==> config.mk <==
export PLATFORM = sky130hd
export DESIGN_NAME = gcpc_sqrt
export DESIGN_NICKNAME = d
export VERILOG_FILES = /design/src/rtl/core/gcpc_pkg.sv /design/src/rtl/core/gcpc_sqrt.sv
export SDC_FILE = /design/constraint.sdc
export NUM_CORES = 2
export LEC_CHECK = 0
export BUFFER_PORTS_ARGS = -buffer_cell sky130_fd_sc_hd__clkbuf_2
export CELL_PAD_IN_SITES_DETAIL_PLACEMENT = 0
export CELL_PAD_IN_SITES_GLOBAL_PLACEMENT = 1
export CORE_ASPECT_RATIO = 0.7
export CORE_MARGIN = 4
export CORE_UTILIZATION = 53
export CTS_CLUSTER_SIZE = 25
export DETAILED_ROUTE_END_ITERATION = 16
export PLACE_DENSITY_LB_ADDON = 0.1
export SYNTH_ARGS = -nofsm -noshare
export SYNTH_HDL_FRONTEND = slang
export SYNTH_SLANG_ARGS = --single-unit
==> constraint.sdc <==
create_clock -name i_clk -period 4.1 [get_ports i_clk]
set_input_delay 0 -clock i_clk [delete_from_list [all_inputs] [get_ports i_clk]]
set_output_delay 0 -clock i_clk [all_outputs]
set_load 0.02 [all_outputs]
==> src/rtl/core/gcpc_pkg.sv <==
// Shared types, widths and constants for the grid cell polar converter.
// No dependencies; every other file in rtl/core refers to this package by scoped name.
package gcpc_pkg;

    // Grid and field widths
    localparam int GRID_DIM     = 512;
    localparam int IDX_W        = 9;
    localparam int HALF_W       = 7;
    localparam int PROD_W       = 17;
    localparam int COORD_W      = 21;
    localparam int MAG_W        = 18;
    localparam int D2_W         = 36;
    localparam int SQR_W        = 32;
    localparam int DIST_W       = 25;
    localparam int BEAR_W       = 15;
    localparam int CFG_DATA_W   = 16;
    localparam int CFG_IDX_W    = 3;

    // CORDIC and square root datapath
    localparam int CORDIC_STEPS = 24;
    localparam int CX_W         = 46;
    localparam int Z_W          = 27;
    localparam int SQ_W         = 48;

    // Pipeline depth: front end, CORDIC/root stages, output register
    localparam int FRONT_DEPTH  = 5;
    localparam int PIPE_DEPTH   = FRONT_DEPTH + CORDIC_STEPS + 1;

    // Angle constants
    localparam logic signed [Z_W-1:0] ANG_QUARTER  = 27'sd23592960;
    localparam logic [BEAR_W:0]       BEAR_QUARTER = 16'd5760;
    localparam logic [BEAR_W:0]       BEAR_HALF    = 16'd11520;
    localparam logic [BEAR_W:0]       BEAR_FULL    = 16'd23040;
    localparam logic [Z_W-1:0]        ANG_ROUND    = 27'd2048;

    // Reset values of the configuration registers
    localparam logic signed [CFG_DATA_W-1:0] RST_CORNER_X  = -16'sd3000;
    localparam logic signed [CFG_DATA_W-1:0] RST_CORNER_Y  = 16'sd3000;
    localparam logic [7:0]                   RST_CELL_SIZE = 8'd20;
    localparam logic [CFG_DATA_W-1:0]        RST_MAX_RANGE = 16'd3000;
    localparam logic [CFG_DATA_W-1:0]        RST_MIN_RANGE = 16'd150;

    // Configuration register indexes
    typedef enum logic [CFG_IDX_W-1:0] {
        CFG_CORNER_X  = 3'd0,
        CFG_CORNER_Y  = 3'd1,
        CFG_CELL_SIZE = 3'd2,
        CFG_MAX_RANGE = 3'd3,
        CFG_MIN_RANGE = 3'd4
    } t_cfg_reg;

    // Front end result: centre, magnitudes, squared distance
    typedef struct packed {
        logic signed [COORD_W-1:0] x;
        logic signed [COORD_W-1:0] y;
        logic [MAG_W-1:0]          ax;
        logic [MAG_W-1:0]          ay;
        logic [D2_W-1:0]           d2;
        logic                      grid_ok;
    } t_front;

    // Sideband that rides along the CORDIC stages
    typedef struct packed {
        logic signed [COORD_W-1:0] x;
        logic signed [COORD_W-1:0] y;
        logic                      in_range;
        logic                      ax_zero;
        logic                      ay_zero;
    } t_side;

    // atan(2^-i) in units of 2^-18 degree, rounded to nearest
    function automatic logic signed [Z_W-1:0] atan_val(input int unsigned idx);
        logic signed [Z_W-1:0] v;
        case (idx)
            0:       v = 27'sd11796480;
            1:       v = 27'sd6963869;
            2:       v = 27'sd3679517;
            3:       v = 27'sd1867780;
            4:       v = 27'sd937515;
            5:       v = 27'sd469214;
            6:       v = 27'sd234664;
            7:       v = 27'sd117339;
            8:       v = 27'sd58671;
            9:       v = 27'sd29335;
            10:      v = 27'sd14668;
            11:      v = 27'sd7334;
            12:      v = 27'sd3667;
            13:      v = 27'sd1833;
            14:      v = 27'sd917;
            15:      v = 27'sd458;
            16:      v = 27'sd229;
            17:      v = 27'sd115;
            18:      v = 27'sd57;
            19:      v = 27'sd29;
            20:      v = 27'sd14;
            21:      v = 27'sd7;
            22:      v = 27'sd4;
            23:      v = 27'sd2;
            default: v = '0;
        endcase
        return v;
    endfunction

endpackage

==> src/rtl/core/gcpc_sqrt.sv <==
// Pipelined restoring integer square root of 256*d2, one result bit per stage.
// Same depth as the CORDIC pipeline; depends on gcpc_pkg.
module gcpc_sqrt (
    input  logic                           i_clk,
    input  logic                           i_en,
    input  logic [gcpc_pkg::D2_W-1:0]      i_d2,
    output logic [gcpc_pkg::DIST_W-1:0]    o_root
);

    logic [gcpc_pkg::SQ_W-1:0] s_n [0:gcpc_pkg::CORDIC_STEPS];
    logic [gcpc_pkg::SQ_W-1:0] s_r [0:gcpc_pkg::CORDIC_STEPS];
    logic [gcpc_pkg::SQ_W-1:0] r_n [0:gcpc_pkg::CORDIC_STEPS-1];
    logic [gcpc_pkg::SQ_W-1:0] r_r [0:gcpc_pkg::CORDIC_STEPS-1];

    // Radicand is d2 scaled by 256 for four fraction bits
    assign s_n[0] = {4'b0, i_d2, 8'b0};
    assign s_r[0] = '0;

    for (genvar g = 0; g < gcpc_pkg::CORDIC_STEPS; g++) begin : g_step
        localparam logic [gcpc_pkg::SQ_W-1:0] BIT =
            gcpc_pkg::SQ_W'(1) << (gcpc_pkg::SQ_W - 2 - 2 * g);
        logic [gcpc_pkg::SQ_W-1:0] w_trial;

        assign w_trial = s_r[g] + BIT;

        // Try the next bit, keep it when the remainder allows
        always_ff @(posedge i_clk) begin
            if (i_en) begin
                if (s_n[g] >= w_trial) begin
                    r_n[g] <= s_n[g] - w_trial;
                    r_r[g] <= (s_r[g] >> 1) + BIT;
                end else begin
                    r_n[g] <= s_n[g];
                    r_r[g] <= s_r[g] >> 1;
                end
            end
        end

        assign s_n[g+1] = r_n[g];
        assign s_r[g+1] = r_r[g];
    end

    // Root of a 44-bit value fits well inside the output field
    assign o_root = s_r[gcpc_pkg::CORDIC_STEPS][gcpc_pkg::DIST_W-1:0];

endmodule

==> metrics.md <==
| Metric | Value |
|---|---|
| Post-synth EDFFs | `roughly 1,200` |
| Final clock skew | `approximately 67 ps` |
| Htree depth | `3` |
| Setup Slack @ Placement | `-354 ps` |
| F_max | `249 MHz` |
| Asr flop ratio synth | `0` |
| Arr. time, crit path | `4500 ps` |
| Type of the tightest min-delay check | `in2reg` |
| Final wirelength | `~140 mm` |
| Vias in the first global route | `35,500` |
| Metal-1 WL | `between 70 and 80 mm` |
| Reg area | `36,800 um2` |
| Yosys warnings | `0` |
| Final Util | `0.607` |
| Syn Nets | `around 5,200` |
| Total CTS buffers | `117` |
| Tmin final | `4020 ps` |
| Commonest non-fill, non-tap cells in the layout | `edfxtp_1 (1,225), nand2_1 (389), inv_1 (386)` |
| Relative slew margins | `0.314` |
| Crit path max fanout | `4` |
| Total grt overflow | `0` |
| Row cnt | `approximately 100` |
| R2R setup slack | `~77 ps` |
| Worst vdd ir | `around 0.00044 V` |
| GRT Resource Usage Total | `0.232` |
| Yosys top cell area share | `0.614` |
| First-pass DRT Iterations | `5` |
| Unique masters post-synth | `about 80` |
| Die Footprint | `119,000 um2` |
| Top FF cell, synth | `edfxtp_1` |
| Worst skew pair latency | `between 700 and 800 ps` |
| Avg Inst Size Synth | `around 12 um2` |
| Fin. Hold Viols | `0` |
| WP data required | `~4600 ps` |
| Area Growth Syn to Fin | `12.9%` |
| Final period util | `0.981` |
| Worst-path clk slew | `70 ps` |
| CTS tree | `yes` |
| Initial core utilization | `0.538` |
| WS Path Type | `reg2reg` |
| Leakage | `around 26 nW` |
| First-pass GRT wire length | `212 mm` |
| Antenna-violating nets left | `0` |
| Die width | `410 um` |
| Largest net degree at the start of global routing | `between 150 and 200` |
| Io pins | `63` |
| Syn Inst Count | `4,856` |
| CTS root buf | `clkbuf_16` |
| Synthesized area | `roughly 60,000 um2` |
| Top layer in use | `met4` |
| DR WL met2 | `about 49 mm` |
| Cells taking the most area after synthesis | `edfxtp_1 (61%), ha_1 (6.5%), xor2_1 (3.6%), xnor2_1 (3.1%), nand2_1 (2.4%)` |
| Crit path capture type | `register` |
| Flops & latches, synth | `~1,200` |
| Finish-stage setup viols | `0` |
| Dominant cell type by area after synthesis | `edfxtp_1` |
| Commonest non-fill, non-tap cell in the layout | `edfxtp_1` |
| Detail Placement HPWL | `~100 mm` |
| Sinks on Clock Net | `1,225` |
| Drt initial violations | `3,845` |
| Drt via density | `5.66` |
| Routability cong. | `about 0.9` |
| Metal3 WL | `around 14 mm` |
| Post-synthesis sequential area ratio | `0.614` |
| Core area | `between 100,000 and 150,000 um2` |
| Worst-margin pin slew | `1030 ps` |
| Final worst slack | `77.5 ps` |
| Via Count | `38,200` |
| Clk buf depth | `3` |
| Final Max Tran Viols | `0` |
| Max Cap Viol | `0` |
| Drt drc | `0` |
| Filler cells | `slightly below 9,000` |
| Total power per unit cell area | `518 nW/um2` |
| CP Launch Type | `register` |
| Outcome | `finished clean` |
| Chip height | `between 200 and 300 um` |
| Per-cell routed wire length | `roughly 20 um` |
| Nets | `5,484` |
| Antenna violations before repair | `3` |
| Layout cells sized above 1 | `0.0837` |
| Buffers on Ports | `61` |
| Area of the multi-input gates | `roughly 21,000 um2` |
[kinds of logic (layout without fill, tap and decap cells)]
logic type                 count (synthesis)  count (layout)  share of synthesized area
and+or+nand+nor                         1434            1434                      0.122
other                                      1               3                  0.0000626
buffers and inverters                    479             853                     0.0307
xor gates and xnor gates                 457             457                     0.0668
DFF                                     1225            1225                      0.614
AOI/OAI and AO/OA                        911             911                     0.0942
muxes                                     35              35                    0.00639
adders and majority gates                314             314                     0.0660
[worst paths after layout]
| path | from | to | cells after the start |
|---|---|---|---|
| worst max-delay path | r_n[2][198]$_SDFFCE_PP0P_ | r_n[2][278]$_DFFE_PP_ | 13 |
| worst min-delay path | i_en | r_n[0][71]$_DFFE_PP_ | 2 |
| worst max register to register | r_n[2][198]$_SDFFCE_PP0P_ | r_n[2][278]$_DFFE_PP_ | 13 |
| worst min register to register | r_r[2][76]$_DFFE_PP_ | r_r[2][123]$_DFFE_PP_ | 0 |
[per-layer routing]
metal / global-route usage / vias up
met5: 0 / -
met4: 0.0476 / 0
met3: 0.0716 / 160
met2: 0.284 / 1312
met1: 0.391 / 18200
li1: - / 18500
[cells in the mapped netlist (23+ instances only)]
master	count
nor2b_1	49
nand3b_1	23
o31ai_1	24
nor3_1	160
o21bai_1	25
nand2_1	389
mux2_2	26
o21a_1	63
a31oi_1	24
clkbuf_1	83
xor2_1	244
or3_1	48
a211oi_1	30
or4_1	23
nand4_1	54
a21o_1	111
nand3_1	63
edfxtp_1	1225
nand2b_1	66
inv_1	386
o21ai_0	277
nor4_1	127
a21oi_1	240
and3_1	32
ha_1	311
nor2_1	282
xnor2_1	213
[registers in the layout, indices dropped and copies added (netlist names)]
signal / cells
r_n: 925
r_r: 300
[per-stage QoR]
step | setup TNS [ps] | total power [mW] | hold slack, ps | instance area [um2] | instances
3_5_place_dp | -1620 | 23.6 | 179 | 62800 | 6447
4_1_cts | 0 | 35.1 | 102 | 67600 | 6738
3_3_place_gp | -1550 | 23.6 | 177 | 62800 | 6447
6_report | 0 | 35.0 | 177 | 67600 | 6740
5_1_grt | -51.8 | 36.7 | 132 | 67600 | 6738
2_1_floorplan | 0 | 21.4 | 98.9 | 59900 | 4856
[worst max-delay path, stage by stage (launching register included)]
cell and delay, ps:
edfxtp_1 390, ha_1 220, fa_1 390, a21o_1 200, a21oi_2 200, o21bai_2 140
a211oi_4 440, o31ai_2 130, a221o_1 400, a221o_1 390, or4_4 480, buf_4 170
nor2_1 120, xor2_1 80
[area by class of cell]
class                   instances  area share
well taps                    1508      0.0279
inverters                     387      0.0216
multi-input cells            3152       0.316
clock buffers                 127      0.0438
repair buffers                249      0.0300
flip-flops and latches       1225       0.544
clock inverters                90      0.0164
diodes                          2   0.0000740
[repair_timing]
action                                  CTS  global route
resized for setup                         3            10
hold endpoints to repair                306             0
hold buffers                             73             0
endpoints found under the setup margin    7            43
buffers inserted                          1             0
pin swaps                                 2             4
[power by group]
group	switching [mW]	internal [mW]	leakage, nW
Sequential	1.19	15.8	11.7
Combinational	3.94	2.76	12.3
Clock	4.89	6.47	1.95
Total	10.0	25.0	26.0
No activity file was read; power rests on OpenSTA's default activity.
