File: config.mk
export PLATFORM = sky130hd
export DESIGN_NAME = gcpc_front
export DESIGN_NICKNAME = d
export VERILOG_FILES = /design/src/rtl/core/gcpc_pkg.sv /design/src/rtl/core/gcpc_front.sv
export SDC_FILE = /design/constraint.sdc
export NUM_CORES = 2
export LEC_CHECK = 0
export BUFFER_PORTS_ARGS = -buffer_cell sky130_fd_sc_hd__buf_4
export CORE_MARGIN = 2
export CORE_UTILIZATION = 45
export CTS_BUF_LIST = sky130_fd_sc_hd__clkbuf_4 sky130_fd_sc_hd__clkbuf_8
export DETAILED_ROUTE_END_ITERATION = 8
export GPL_TIMING_DRIVEN = 0
export PLACE_DENSITY = 0.7
export SYNTH_ARGS = -nofsm -noshare
export SYNTH_HDL_FRONTEND = slang
export SYNTH_SLANG_ARGS = --single-unit
File: constraint.sdc
create_clock -name i_clk -period 8.9 [get_ports i_clk]
set_clock_uncertainty 0.05 [all_clocks]
set_input_delay 0.89 -clock i_clk [delete_from_list [all_inputs] [get_ports i_clk]]
set_output_delay 0.89 -clock i_clk [all_outputs]
set_load 0.1 [all_outputs]
File: src/rtl/core/gcpc_pkg.sv
// Shared types, widths and constants for the grid cell polar converter.
// No dependencies; every other file in rtl/core refers to this package by scoped name.
package gcpc_pkg;

    // Grid and field widths
    localparam int GRID_DIM     = 512;
    localparam int IDX_W        = 9;
    localparam int HALF_W       = 7;
    localparam int PROD_W       = 17;
    localparam int COORD_W      = 21;
    localparam int MAG_W        = 18;
    localparam int D2_W         = 36;
    localparam int SQR_W        = 32;
    localparam int DIST_W       = 25;
    localparam int BEAR_W       = 15;
    localparam int CFG_DATA_W   = 16;
    localparam int CFG_IDX_W    = 3;

    // CORDIC and square root datapath
    localparam int CORDIC_STEPS = 24;
    localparam int CX_W         = 46;
    localparam int Z_W          = 27;
    localparam int SQ_W         = 48;

    // Pipeline depth: front end, CORDIC/root stages, output register
    localparam int FRONT_DEPTH  = 5;
    localparam int PIPE_DEPTH   = FRONT_DEPTH + CORDIC_STEPS + 1;

    // Angle constants
    localparam logic signed [Z_W-1:0] ANG_QUARTER  = 27'sd23592960;
    localparam logic [BEAR_W:0]       BEAR_QUARTER = 16'd5760;
    localparam logic [BEAR_W:0]       BEAR_HALF    = 16'd11520;
    localparam logic [BEAR_W:0]       BEAR_FULL    = 16'd23040;
    localparam logic [Z_W-1:0]        ANG_ROUND    = 27'd2048;

    // Reset values of the configuration registers
    localparam logic signed [CFG_DATA_W-1:0] RST_CORNER_X  = -16'sd3000;
    localparam logic signed [CFG_DATA_W-1:0] RST_CORNER_Y  = 16'sd3000;
    localparam logic [7:0]                   RST_CELL_SIZE = 8'd20;
    localparam logic [CFG_DATA_W-1:0]        RST_MAX_RANGE = 16'd3000;
    localparam logic [CFG_DATA_W-1:0]        RST_MIN_RANGE = 16'd150;

    // Configuration register indexes
    typedef enum logic [CFG_IDX_W-1:0] {
        CFG_CORNER_X  = 3'd0,
        CFG_CORNER_Y  = 3'd1,
        CFG_CELL_SIZE = 3'd2,
        CFG_MAX_RANGE = 3'd3,
        CFG_MIN_RANGE = 3'd4
    } t_cfg_reg;

    // Front end result: centre, magnitudes, squared distance
    typedef struct packed {
        logic signed [COORD_W-1:0] x;
        logic signed [COORD_W-1:0] y;
        logic [MAG_W-1:0]          ax;
        logic [MAG_W-1:0]          ay;
        logic [D2_W-1:0]           d2;
        logic                      grid_ok;
    } t_front;

    // Sideband that rides along the CORDIC stages
    typedef struct packed {
        logic signed [COORD_W-1:0] x;
        logic signed [COORD_W-1:0] y;
        logic                      in_range;
        logic                      ax_zero;
        logic                      ay_zero;
    } t_side;

    // atan(2^-i) in units of 2^-18 degree, rounded to nearest
    function automatic logic signed [Z_W-1:0] atan_val(input int unsigned idx);
        logic signed [Z_W-1:0] v;
        case (idx)
            0:       v = 27'sd11796480;
            1:       v = 27'sd6963869;
            2:       v = 27'sd3679517;
            3:       v = 27'sd1867780;
            4:       v = 27'sd937515;
            5:       v = 27'sd469214;
            6:       v = 27'sd234664;
            7:       v = 27'sd117339;
            8:       v = 27'sd58671;
            9:       v = 27'sd29335;
            10:      v = 27'sd14668;
            11:      v = 27'sd7334;
            12:      v = 27'sd3667;
            13:      v = 27'sd1833;
            14:      v = 27'sd917;
            15:      v = 27'sd458;
            16:      v = 27'sd229;
            17:      v = 27'sd115;
            18:      v = 27'sd57;
            19:      v = 27'sd29;
            20:      v = 27'sd14;
            21:      v = 27'sd7;
            22:      v = 27'sd4;
            23:      v = 27'sd2;
            default: v = '0;
        endcase
        return v;
    endfunction

endpackage

File: src/rtl/core/gcpc_front.sv
// Front end: cell centre, absolute coordinates, squares and squared distance.
// Five register stages sharing one advance enable; depends on gcpc_pkg.
module gcpc_front (
    input  logic                                   i_clk,
    input  logic                                   i_en,
    input  logic [gcpc_pkg::IDX_W-1:0]             i_row,
    input  logic [gcpc_pkg::IDX_W-1:0]             i_col,
    input  logic signed [gcpc_pkg::CFG_DATA_W-1:0] i_corner_x,
    input  logic signed [gcpc_pkg::CFG_DATA_W-1:0] i_corner_y,
    input  logic [gcpc_pkg::HALF_W-1:0]            i_half,
    output gcpc_pkg::t_front                       o_front
);

    logic [gcpc_pkg::PROD_W-1:0]         r_a_px, r_a_py;
    logic                                r_a_ok, r_b_ok, r_c_ok, r_d_ok, r_e_ok;
    logic signed [gcpc_pkg::COORD_W-1:0] r_b_x, r_b_y, r_c_x, r_c_y, r_d_x, r_d_y;
    logic signed [gcpc_pkg::COORD_W-1:0] r_e_x, r_e_y;
    logic [gcpc_pkg::MAG_W-1:0]          r_c_ax, r_c_ay, r_d_ax, r_d_ay, r_e_ax, r_e_ay;
    logic [gcpc_pkg::D2_W-1:0]           r_d_sqx, r_d_sqy, r_e_d2;

    // Stage A: odd multiples of the half cell, grid bound check
    always_ff @(posedge i_clk) begin
        if (i_en) begin
            r_a_px <= {7'b0, i_row, 1'b1} * {10'b0, i_half};
            r_a_py <= {7'b0, i_col, 1'b1} * {10'b0, i_half};
            r_a_ok <= (32'(i_row) < gcpc_pkg::GRID_DIM) && (32'(i_col) < gcpc_pkg::GRID_DIM);
        end
    end

    // Stage B: offset from the grid corner
    always_ff @(posedge i_clk) begin
        if (i_en) begin
            r_b_x  <= gcpc_pkg::COORD_W'(i_corner_x) + $signed({4'b0, r_a_px});
            r_b_y  <= gcpc_pkg::COORD_W'(i_corner_y) - $signed({4'b0, r_a_py});
            r_b_ok <= r_a_ok;
        end
    end

    // Stage C: magnitudes
    always_ff @(posedge i_clk) begin
        if (i_en) begin
            r_c_ax <= r_b_x[gcpc_pkg::COORD_W-1] ? gcpc_pkg::MAG_W'(-r_b_x)
                                                 : gcpc_pkg::MAG_W'(r_b_x);
            r_c_ay <= r_b_y[gcpc_pkg::COORD_W-1] ? gcpc_pkg::MAG_W'(-r_b_y)
                                                 : gcpc_pkg::MAG_W'(r_b_y);
            r_c_x  <= r_b_x;
            r_c_y  <= r_b_y;
            r_c_ok <= r_b_ok;
        end
    end

    // Stage D: squares
    always_ff @(posedge i_clk) begin
        if (i_en) begin
            r_d_sqx <= gcpc_pkg::D2_W'(r_c_ax) * gcpc_pkg::D2_W'(r_c_ax);
            r_d_sqy <= gcpc_pkg::D2_W'(r_c_ay) * gcpc_pkg::D2_W'(r_c_ay);
            r_d_ax  <= r_c_ax;
            r_d_ay  <= r_c_ay;
            r_d_x   <= r_c_x;
            r_d_y   <= r_c_y;
            r_d_ok  <= r_c_ok;
        end
    end

    // Stage E: squared distance
    always_ff @(posedge i_clk) begin
        if (i_en) begin
            r_e_d2 <= r_d_sqx + r_d_sqy;
            r_e_ax <= r_d_ax;
            r_e_ay <= r_d_ay;
            r_e_x  <= r_d_x;
            r_e_y  <= r_d_y;
            r_e_ok <= r_d_ok;
        end
    end

    assign o_front.x       = r_e_x;
    assign o_front.y       = r_e_y;
    assign o_front.ax      = r_e_ax;
    assign o_front.ay      = r_e_ay;
    assign o_front.d2      = r_e_d2;
    assign o_front.grid_ok = r_e_ok;

endmodule

==> metrics list <==
- Derived from the worst setup path, the maximum achievable clock frequency is 0.127 GHz.
* Proportion of layout cells with a drive suffix above 1: 8.53%
- Net count of the finished layout: 4,614
* Deepest level of the CTS H-tree: 3
- In this run, the number of DRC markers left after iteration 0 of detailed routing was 1,099.
- The initial antenna violation count is 5.
- The number of clock buffers added by TritonCTS is 69.
* Sink Count: 391
- Yosys printed 0 warnings.
* Worst slew slack as a fraction of its limit: 44.2%
* Root buf cell: clkbuf_8
- Average footprint of a synthesized cell: 10.9 um^2
- Counting along the longest clock path gives a buffer depth of 3.
- Data arrival time of the worst path: 8.20 ns
- Post-detailed-route via-to-cell ratio: 5.05
- CTS tree: done
- Worst EP required: 9.21 ns
- Counting flops and latches in the post-synthesis netlist gives 391.
* X dimension of the die: 293 um
- Startpoint class of the critical path: register
* # port buffers: 171
* Max capacitance violation total: 0
- Critical path endpoint category: register
* Outcome: finished, final reports clean
- Global-route wire length before repair: 130,000 um
- The count of nets left with antenna violations once routing finished came out at 0.
- Clock edge transition at the registers on the reported setup and hold paths: 0.06 ns
- Post-place instance area: 0.0403 mm^2
- From synthesis to final layout, the design area changed by 11.1%.
- Core Rows: 105
- The routed layout has 24,200 vias.
- Final worst path period share: 88.6%
- Once detailed placement completed, the half-perimeter wirelength came to 63,600 um.
- 174 I/O pins were placed.
- In the global route stage, overall resource usage came out at 19.2%.
- The number of different library cells used by synthesis comes to 65.
- Hold buffers post-CTS: 0
* Floorplan die area: 0.0858 mm^2
* Critical path class: reg2reg
* Gates resized, CTS repair: 0
- For this run, design rule violations remaining after detail routing come to 0.
* Number of enable flip-flop cells after synthesis: 391
* Initial Utilization: 45.6%
- Setup violations remaining at the end of the flow were counted as 0.
- For the final routed database, the setup TNS stands at 0 ns.
- Along the worst path, the maximum fanout reaches 11.
* Die H: 293 um
- Classification of the worst-slack hold path: reg2reg
* RSZ-0062 raised after global routing: no
* Final number of max-transition violations: 0
* Cell area after synthesis: 0.0376 mm^2
* Std-Cell Core Area: 0.0824 mm^2
- Synth async-reset ratio: 0%
* Pre-Repair DR Iteration Count: 5
- After routing the design area is 0.0417 mm^2.
- Congestion Overflow GR: 0
- After detailed routing, the average wire length per cell comes to 16.4 um.
* Clock network latency to the later pin of the worst-skew pair: 0.65 ns
- Counting I/O delays and the setup requirement, the final critical path takes 7.89 ns.
- Post-Syn Instances: 3,432
- Maximum number of pins on one net before global-route repair: 118
- The worst hold path was traced through 0 stages.
- The number of cells on the worst reg-to-reg path is 23.
- Via count of the first global-routing pass: 25,800
- At the end of routability-driven placement, the weighted congestion stood at 0.922.
- Final hold violation count: 0
* Total detailed-routing wirelength: 78,800 um
- Sequential share of the synthesized area: 31.3%
- Worst-Margin Slew: 0.828 ns
* Post-synth net total: 4,369
* Post-CTS setup buffer count: 0
- Top FF cell, synth: edfxtp_1
==> logic make-up (layout without fill, tap and decap cells) <==
logic type / after synthesis / after routing / synth area share [%]
AND/OR/NAND/NOR: 723 / 723 / 9.22
AO/OA/AOI/OAI: 387 / 387 / 6.71
other: 1 / 4 / 0.00998
XOR/XNOR: 196 / 196 / 4.57
multiplexers: 4 / 4 / 0.113
buffers and inverters: 852 / 1146 / 8.58
flip-flops: 391 / 391 / 31.3
adder cells (fa/ha/maj): 878 / 878 / 39.5
==> flip-flops by register name, indices dropped and copies added (netlist names) <==
name,cells
r_b_x,19
r_a_py,16
r_d_ay,17
r_b_y,19
r_e_y,19
r_a_px,17
r_d_y,19
r_e_ax,17
r_c_ay,17
r_d_ax,17
r_d_sqy,34
r_e_d2,36
r_c_ax,17
r_d_sqx,34
r_c_y,19
r_e_x,19
r_e_ay,17
r_d_x,19
r_c_x,19
==> cell usage in the layout, fill, tap and decap left out, types with 69 or more instances in the layout <==
cell type and n:
nor2_1 81, edfxtp_1 391, buf_4 177, clkbuf_1 75
inv_1 770, ha_1 363, clkbuf_8 69, xnor2_1 154
fa_1 515, a21o_1 71, and2_1 165, a21oi_1 125
nand2_1 333
==> routing by layer <==
layer / global-route usage (%) / part of all wire, % / wire length [um]
met5: 0 / 0.0089 / 7
met4: 5.78 / 2.6 / 2070
met3: 5.64 / 8.0 / 6270
met2: 33.0 / 49 / 38900
met1: 23.3 / 40 / 31600
==> through the flow <==
| step | setup slack (ns) | utilization (%) | cells | hold WS, ns |
|---|---|---|---|---|
| after floorplan | 2.58 | - | 3432 | 0.350 |
| after global placement | 1.24 | 48.8 | 4673 | 0.351 |
| final | 1.01 | 50.7 | 4799 | 0.349 |
| after CTS | 1.12 | 50.7 | 4796 | 0.346 |
| after global routing | 0.602 | 50.7 | 4797 | 0.358 |
| after detailed placement | 1.13 | 48.9 | 4676 | 0.355 |
==> worst paths after layout <==
check,start,endpoint,slack [ns]
max,r_c_ax[4],r_d_sqx[29],1.01
min reg2reg,r_d_x[3],r_e_x[3],0.35
max reg2reg,r_c_ax[4],r_d_sqx[29],1.01
min,r_d_x[3],r_e_x[3],0.35
==> critical path, stage by stage, from the launching register on <==
cell      delay (ns)
edfxtp_1        0.73
clkbuf_1        0.60
nand2_1         0.26
fa_1            0.58
inv_1           0.06
fa_1            0.53
inv_1           0.06
fa_1            0.49
fa_1            0.55
inv_1           0.05
fa_1            0.47
inv_1           0.05
fa_1            0.47
inv_1           0.05
ha_1            0.34
and3_1          0.19
nor2_1          0.04
a21oi_1         0.19
a41oi_1         0.21
o21ai_0         0.71
nand2_1         0.19
a31oi_1         0.41
a41oi_1         0.19
xnor2_1         0.16
==> Yosys cell counts (all sizes together), types with 3 or more instances <==
| cell type | count | area share [%] |
|---|---|---|
| o21a | 12 | 0.24 |
| nor2b | 32 | 0.53 |
| a21o | 72 | 1.4 |
| xnor2 | 154 | 3.6 |
| and2 | 166 | 2.8 |
| a31o | 4 | 0.093 |
| o211ai | 5 | 0.10 |
| nand4 | 10 | 0.17 |
| clkbuf | 75 | 0.75 |
| a31oi | 17 | 0.28 |
| o21ai | 65 | 0.89 |
| nor3 | 19 | 0.27 |
| a41oi | 10 | 0.25 |
| a311oi | 4 | 0.13 |
| nand3 | 25 | 0.33 |
| o2111ai | 5 | 0.12 |
| buf | 7 | 0.14 |
| a21oi | 125 | 1.7 |
| a211oi | 10 | 0.21 |
| o41ai | 6 | 0.14 |
| edfxtp | 391 | 31 |
| inv | 770 | 7.7 |
| o31a | 4 | 0.093 |
| ha | 363 | 12 |
| or2 | 9 | 0.15 |
| nand2 | 333 | 3.3 |
| fa | 515 | 27 |
| xor2 | 42 | 0.98 |
| nor2 | 82 | 0.83 |
| a221oi | 5 | 0.13 |
| nand2b | 11 | 0.18 |
| or3 | 10 | 0.17 |
| and4 | 3 | 0.070 |
| o31ai | 11 | 0.22 |
| or4 | 5 | 0.10 |
| nand4b | 3 | 0.070 |
| o21bai | 21 | 0.43 |
| and3 | 12 | 0.20 |
==> final cells by class <==
cell class	count	area, um^2
inverters	770	2890
fillers	7292	40600
well taps	1070	1340
multi-input cells	2189	22600
diodes	3	7.51
plain buffers	82	334
clock buffers	85	1070
flip-flops and latches	391	11700
clock inverters	35	382
repair buffers	174	1370
Power is left out: the tool's default activity adds up to more than one toggle a clock period on the data nets, which glitch-free logic cannot reach.
